===== config.mk =====
export PLATFORM = sky130hd
export DESIGN_NAME = spmv_ctrl
export DESIGN_NICKNAME = d
export VERILOG_FILES = /design/src/design/spmv_pkg.sv /design/src/design/spmv_ctrl.sv
export SDC_FILE = /design/constraint.sdc
export NUM_CORES = 1
export LEC_CHECK = 0
export BUFFER_PORTS_ARGS = -buffer_cell sky130_fd_sc_hd__buf_4
export CORE_AREA = 4 4 41 43
export DETAILED_ROUTE_END_ITERATION = 7
export DIE_AREA = 0 0 45 47
export PLACE_DENSITY = 0.59
export SLEW_MARGIN = 20
export SYNTH_ARGS = -nofsm -noshare
export SYNTH_HDL_FRONTEND = slang
export SYNTH_SLANG_ARGS = --single-unit

===== constraint.sdc =====
create_clock -name i_clk -period 1.3 [get_ports i_clk]
set_input_delay 0.26 -clock i_clk [delete_from_list [all_inputs] [get_ports i_clk]]
set_output_delay 0.26 -clock i_clk [all_outputs]
set_load 0.02 [all_outputs]

===== src/design/spmv_pkg.sv =====
`timescale 1ns / 1ps
// Package: shared constants, codes, request/response and control types for the spmv unit
package spmv_pkg;

    localparam int VECTOR_DEPTH = 1024;
    localparam int VEC_AW       = (VECTOR_DEPTH > 1) ? $clog2(VECTOR_DEPTH) : 1;
    localparam int RESULT_DEPTH = 1024;
    localparam int RES_AW       = $clog2(RESULT_DEPTH);
    localparam int IDX_W        = 10;
    localparam int VAL_W        = 32;
    localparam int SUM_W        = 64;
    localparam int ENTRY_W      = SUM_W + 1;

    // function codes of a request
    localparam logic [2:0] FN_LOAD    = 3'd0;
    localparam logic [2:0] FN_ENTRY   = 3'd1;
    localparam logic [2:0] FN_ROW_END = 3'd2;
    localparam logic [2:0] FN_READ    = 3'd3;
    localparam logic [2:0] FN_START   = 3'd4;

    typedef struct packed {
        logic [2:0]              func;
        logic [IDX_W-1:0]        index;
        logic signed [VAL_W-1:0] value;
    } t_req;

    typedef struct packed {
        logic [IDX_W-1:0]        result_index;
        logic signed [SUM_W-1:0] sum;
        logic                    saturated;
    } t_rsp;

    // one scatter store word
    typedef struct packed {
        logic                    saturated;
        logic signed [SUM_W-1:0] sum;
    } t_entry;

    // controller to datapath
    typedef struct packed {
        logic capture;
        logic load_wr;
        logic mul;
        logic acc;
        logic row_end;
        logic start_clr;
        logic rd_out;
        logic clr_step;
    } t_cmd;

    // datapath to controller
    typedef struct packed {
        logic [2:0] func;
        logic       clr_last;
    } t_sts;

endpackage


===== src/design/spmv_ctrl.sv =====
`timescale 1ns / 1ps
// Controller: one-hot state machine sequencing each request through the datapath
module spmv_ctrl (
    input  logic            i_clk,
    input  logic            i_rst_n,
    input  logic            i_start,
    input  spmv_pkg::t_sts  i_sts,
    output spmv_pkg::t_cmd  o_cmd,
    output logic            o_busy
);

    typedef enum logic [5:0] {
        S_IDLE  = 6'b000001,
        S_EXEC  = 6'b000010,
        S_MUL   = 6'b000100,
        S_ACC   = 6'b001000,
        S_RDOUT = 6'b010000,
        S_CLEAR = 6'b100000
    } t_state;

    t_state r_state;
    t_state n_state;

    always_comb begin
        n_state = r_state;
        o_cmd   = '0;
        case (r_state)
            S_IDLE: begin
                if (i_start) begin
                    o_cmd.capture = 1'b1;
                    n_state       = S_EXEC;
                end
            end
            S_EXEC: begin
                case (i_sts.func)
                    spmv_pkg::FN_LOAD: begin
                        o_cmd.load_wr = 1'b1;
                        n_state       = S_IDLE;
                    end
                    spmv_pkg::FN_ENTRY: begin
                        n_state = S_MUL;
                    end
                    spmv_pkg::FN_ROW_END: begin
                        o_cmd.row_end = 1'b1;
                        n_state       = S_IDLE;
                    end
                    spmv_pkg::FN_READ: begin
                        n_state = S_RDOUT;
                    end
                    spmv_pkg::FN_START: begin
                        o_cmd.start_clr = 1'b1;
                        n_state         = S_CLEAR;
                    end
                    default: begin
                        n_state = S_IDLE;
                    end
                endcase
            end
            S_MUL: begin
                o_cmd.mul = 1'b1;
                n_state   = S_ACC;
            end
            S_ACC: begin
                o_cmd.acc = 1'b1;
                n_state   = S_IDLE;
            end
            S_RDOUT: begin
                o_cmd.rd_out = 1'b1;
                n_state      = S_IDLE;
            end
            S_CLEAR: begin
                o_cmd.clr_step = 1'b1;
                if (i_sts.clr_last) begin
                    n_state = S_IDLE;
                end
            end
            default: begin
                n_state = S_IDLE;
            end
        endcase
    end

    always_ff @(posedge i_clk) begin
        if (!i_rst_n) begin
            r_state <= S_CLEAR;
        end else begin
            r_state <= n_state;
        end
    end

    assign o_busy = (r_state != S_IDLE);

endmodule


[Yosys cells after proc, flatten, opt, wreduce, memory -nomap -nowiden]
Index checks and enable logic that the tools add are counted.
Storage, ports and cells
  register bits: 6
  bits in latches: 0
  memory bits (writable): 0
  memory bits (read-only): 0
  bits of input ports: 7
  output and inout port bits: 9
  word-level logic and storage cells: 31
  memories: 0
Operators by class
  $add $sub $neg: 0
  multiply operators: 0
  divide/modulo/power cells: 0
  $lt $le $gt $ge: 0
  equal/unequal tests: 13
  shift-type cells: 0
  mux-type cells: 15
  bitwise logic cells: 0
  reductions and logical operators: 2
Operators by type and width (number)
  $pmux W6 S4: 1
  $pmux W6 S3: 1
  $mux W6: 2
  $mux W1: 10
  $eq A3 B2 Y1 const B: 2
  $eq A6 B1 Y1 const B: 1
  $eq A6 B2 Y1 const B: 1
  $eq A6 B3 Y1 const B: 1
  $eq A6 B4 Y1 const B: 1
  $eq A6 B5 Y1 const B: 1
  $eq A6 B6 Y1 const B: 1
  $ne A6 B1 Y1 const B: 1
  $ne A2 B2 Y1 const B: 2
  $eq A3 B1 Y1 const B: 1
  $eq A3 B3 Y1 const B: 1
  $logic_not A3 Y1: 1
  $mux W2: 1
  $reduce_and A2 Y1: 1

[Logic depth before layout (Yosys ltp)]
  depth after elaboration: 3
  depth in mapped cells: 3
  depth with buffers taken out: 3

[Worst setup path after synthesis]
OpenSTA, ideal clock, no wires.
  path kind: register to output
  from: reg r_state[1]
  to: out o_cmd[0] in the netlist's numbering
  data arrival time: 1587 ps
  data required time: 1040 ps
  path slack: -547 ps
  stages on the path, launching flop included: 3
  buffers on the path: 0
  cell sequence: dfxtp_1 -> or3_1 -> nor4b_1
RTL lines
  from (decl): line spmv_ctrl.sv:21  | t_state r_state;
  from (signal assigned): line spmv_ctrl.sv:87  | r_state <= n_state;
  to (decl): line spmv_ctrl.sv:8  | output spmv_pkg::t_cmd o_cmd,

==> impl_metrics.yaml <==
sta:
  skew_ns: 0.004427
  finalSetupViolations: 13
  finalCriticalPeriod_ns: 1.673
  post-route-period-util_pct: 128.7
  fin_ws_ns: -0.3734
  worstMarginPinSlew_ns: 0.3169
  max_freq_mhz: 597.6
  final_max_slew_viol_count: 0
  rsz0062_at_grt: "yes"
  final_hold_viol_count: 0
  slew-limit-headroom_pct: 78.71
worst_setup_path:
  cp-start-kind: "flip-flop"
  crit_end: "o_cmd[6]"
  r2r_end: "r_state[0]"
  crit_top_cell: "nor4_4"
  r2r_slack_ns: -0.12
  path_cells: "nor4_4 -> nand3b_4 -> nor4_4 -> buf_4"
  crit_fanout: 4
  worstPathRequired_ns: 1.04
  crit_arrival_ns: 1.41
  max_stage_delay_ns: 0.35
  crit_path_end_kind: "primary output"
  setup.worst_path.class: "flip-flop to primary output"
  r2r-start: "r_state[4]"
  worstSetupStartpoint: "r_state[3]"
  slowest_stage: "nor4_4"
  ff2ff_path_depth: 4
die:
  die_x_um: 45
  io_pins: 16
  coreArea_sq_mm: 0.001301
  placementRows: 13
  start_util_pct: 27.50
  dieArea_sq_mm: 0.002115
  die_y_um: 47
layout:
  fin_cells: 92
  area_growth_pct: 143.7
  largest_reg_flops: 6
  regMostFlops: "r_state"
  largest_registers: "r_state (6)"
  drive_above_1_share_pct: 88.31
  antennaDiodeCount: 0
  final_cell_mix: "buf_4 (29), buf_6 (7), dfxtp_2 (5), nor4_4 (4)"
  nNetsFinal: 85
  layout_commonest_cell: "buf_4"
  fillerInstances: 104
grt:
  globalRouteOverflowTotal: 0
  grt_pass1_vias: 494
  antenna_found_initial: 0
  grt_pass1_wl_mm: 2.083
  track_usage_pct: 14.53
  grt_max_degree: 8
clocking:
  ctsHoldBuffers: 0
  cts_num_sinks: 6
  cts_tree: "yes"
  clkLatencyLatePin_ns: 0.24
  htree_levels: 1
  clk_path_buf_depth: 2
  cts_root_buffer: "clkbuf_4"
  cts_buffers: 3
  clk_transition_reported_paths_ns: 0.05
power:
  power_density_mw_per_mm2: 656.8
  irDropWorstVdd_uv: 457.8
  p_sw_mw: 0.1577
  power.share.combinational_pct: 33.1
  sequentialPowerShare_pct: 34.7
  internal-power_mw: 0.4150
  leakagePower_nw: 0.3912
  clkPwrFrac_pct: 32.2
  p_sw_share_pct: 27.54
synthesis:
  netlist_area_sq_um: 357.8
  ys_seq_elements: 6
  avgSynthCellArea_sq_um: 9.940
  syn_nets: 43
  post-synth-top-area-fraction_pct: 33.57
  seq_area_frac_synth_pct: 33.57
  synth_cells: 36
  yosysTopAreaCell: "dfxtp_1"
  synthTopCellsByArea: "dfxtp_1 (34%), nor4b_1 (7.3%), nor4_1 (7.0%), nor4_4 (5.9%), nand3b_4 (5.6%)"
  yosysUniqueCellTypes: 25
  ys_warn_count: 0
place:
  place_hpwl_um: 985.1
  dp.cells: 87
  gp_congestion: 0.7068
  preCtsSetupSlack_ns: -0.1601
  port_buffers: 15
detailed_routing:
  wire_per_inst_um: 13.04
  dr_total_vias: 462
  drc: 0
  drt_iter0_markers: 1
  firstDrtPassIters: 2
  wirelength_mm: 1.200
  detail-route-antenna-nets: 0
  viasPerCell: 5.022
flow_run:
  cap_viol_max_count: 0
status:
  outcome: "finished with violations"
  violations: "setup timing"
min_path:
  hold_path_class: "input port to flip-flop"
## cells in the mapped netlist
library cell  count
inv_1             1
nor4_4            1
nand2b_1          1
o22ai_1           1
nor4bb_1          1
and2_1            1
nor3_1            1
nand2_1           1
and3_1            1
nor4b_1           3
and3b_2           1
a22o_2            1
o21bai_1          1
a31oi_1           1
nand3b_4          1
nand3_1           1
or4b_1            1
or3_1             1
or2_2             1
or3b_2            1
nor4_1            4
dfxtp_1           6
nor2_1            2
and4b_2           1
o21ai_2           1
## cells by family (layout without fill, tap and decap cells)
kind of cell / Yosys count / after routing / synth area share, %
buf+inv: 1 / 42 / 1.048
flops: 6 / 6 / 33.57
compound gates: 5 / 5 / 10.84
simple gates: 24 / 24 / 54.55
## stage by stage
step / power, mW / hold slack [ns] / setup TNS, ns / util, % / area, sq um
finish: 0.5727 / 0.3111 / -3.218 / 67.02 / 872.1
global route: 0.6038 / 0.3151 / -3.953 / 67.02 / 872.1
CTS: 0.5757 / 0.3087 / -3.368 / 65.87 / 857.1
detailed placement: 0.3639 / 0.5577 / -1.463 / 57.60 / 749.5
global placement: 0.3612 / 0.5338 / -1.305 / 57.60 / 749.5
floorplan: 0.2712 / 0.3310 / -0.8143 / - / 447.9
## routing by layer
metal  GRT usage (%)  vias up  routed length, um
li1                -      228                  -
met1           14.09      217                440
met2           26.84       13                668
met3           3.448        4                 56
met4           10.53        0                 34
met5               0        -                  0
## critical path, delay by kind of cell, from the launching register on
family | cells | cell delay (ns)
and+or+nand+nor | 3 | 0.65
buffers and inverters | 1 | 0.17
DFF | 1 | 0.34
## repair_timing
item | CTS | global route
gates resized for setup | 17 | 2
pin swaps | 12 | 3
setup endpoints to repair | 13 | 13
buffers inserted | 1 | 0
## worst min path at each step
stage,startpoint,to,slack [ns],cells past startpoint
after CTS,i_rst_n,r_state[0],0.31,3
after global placement,i_rst_n,r_state[1],0.53,2
after global routing,i_sts[2],r_state[2],0.32,3
after floorplan,i_sts[2],r_state[2],0.33,1
after detailed placement,i_rst_n,r_state[1],0.56,2
final,i_sts[2],r_state[2],0.31,3
## layout make-up
cell class	instances	area (sq um)	area share (%)
clock buffer	4	26.28	3.013
inverter	1	3.754	0.4304
multi-input combinational	29	376.6	43.19
sequential	6	130.1	14.92
tap	15	18.77	2.152
timing repair buffer	37	316.6	36.30
## power by group through the flow
stage	Combinational, mW	Sequential (mW)	Clock (mW)
floorplan	0.0664	0.205	0
global placement	0.160	0.201	0
detailed placement	0.163	0.201	0
CTS	0.188	0.199	0.189
global route	0.204	0.199	0.201
finish	0.190	0.199	0.184
No activity file was read; power rests on OpenSTA's default activity.
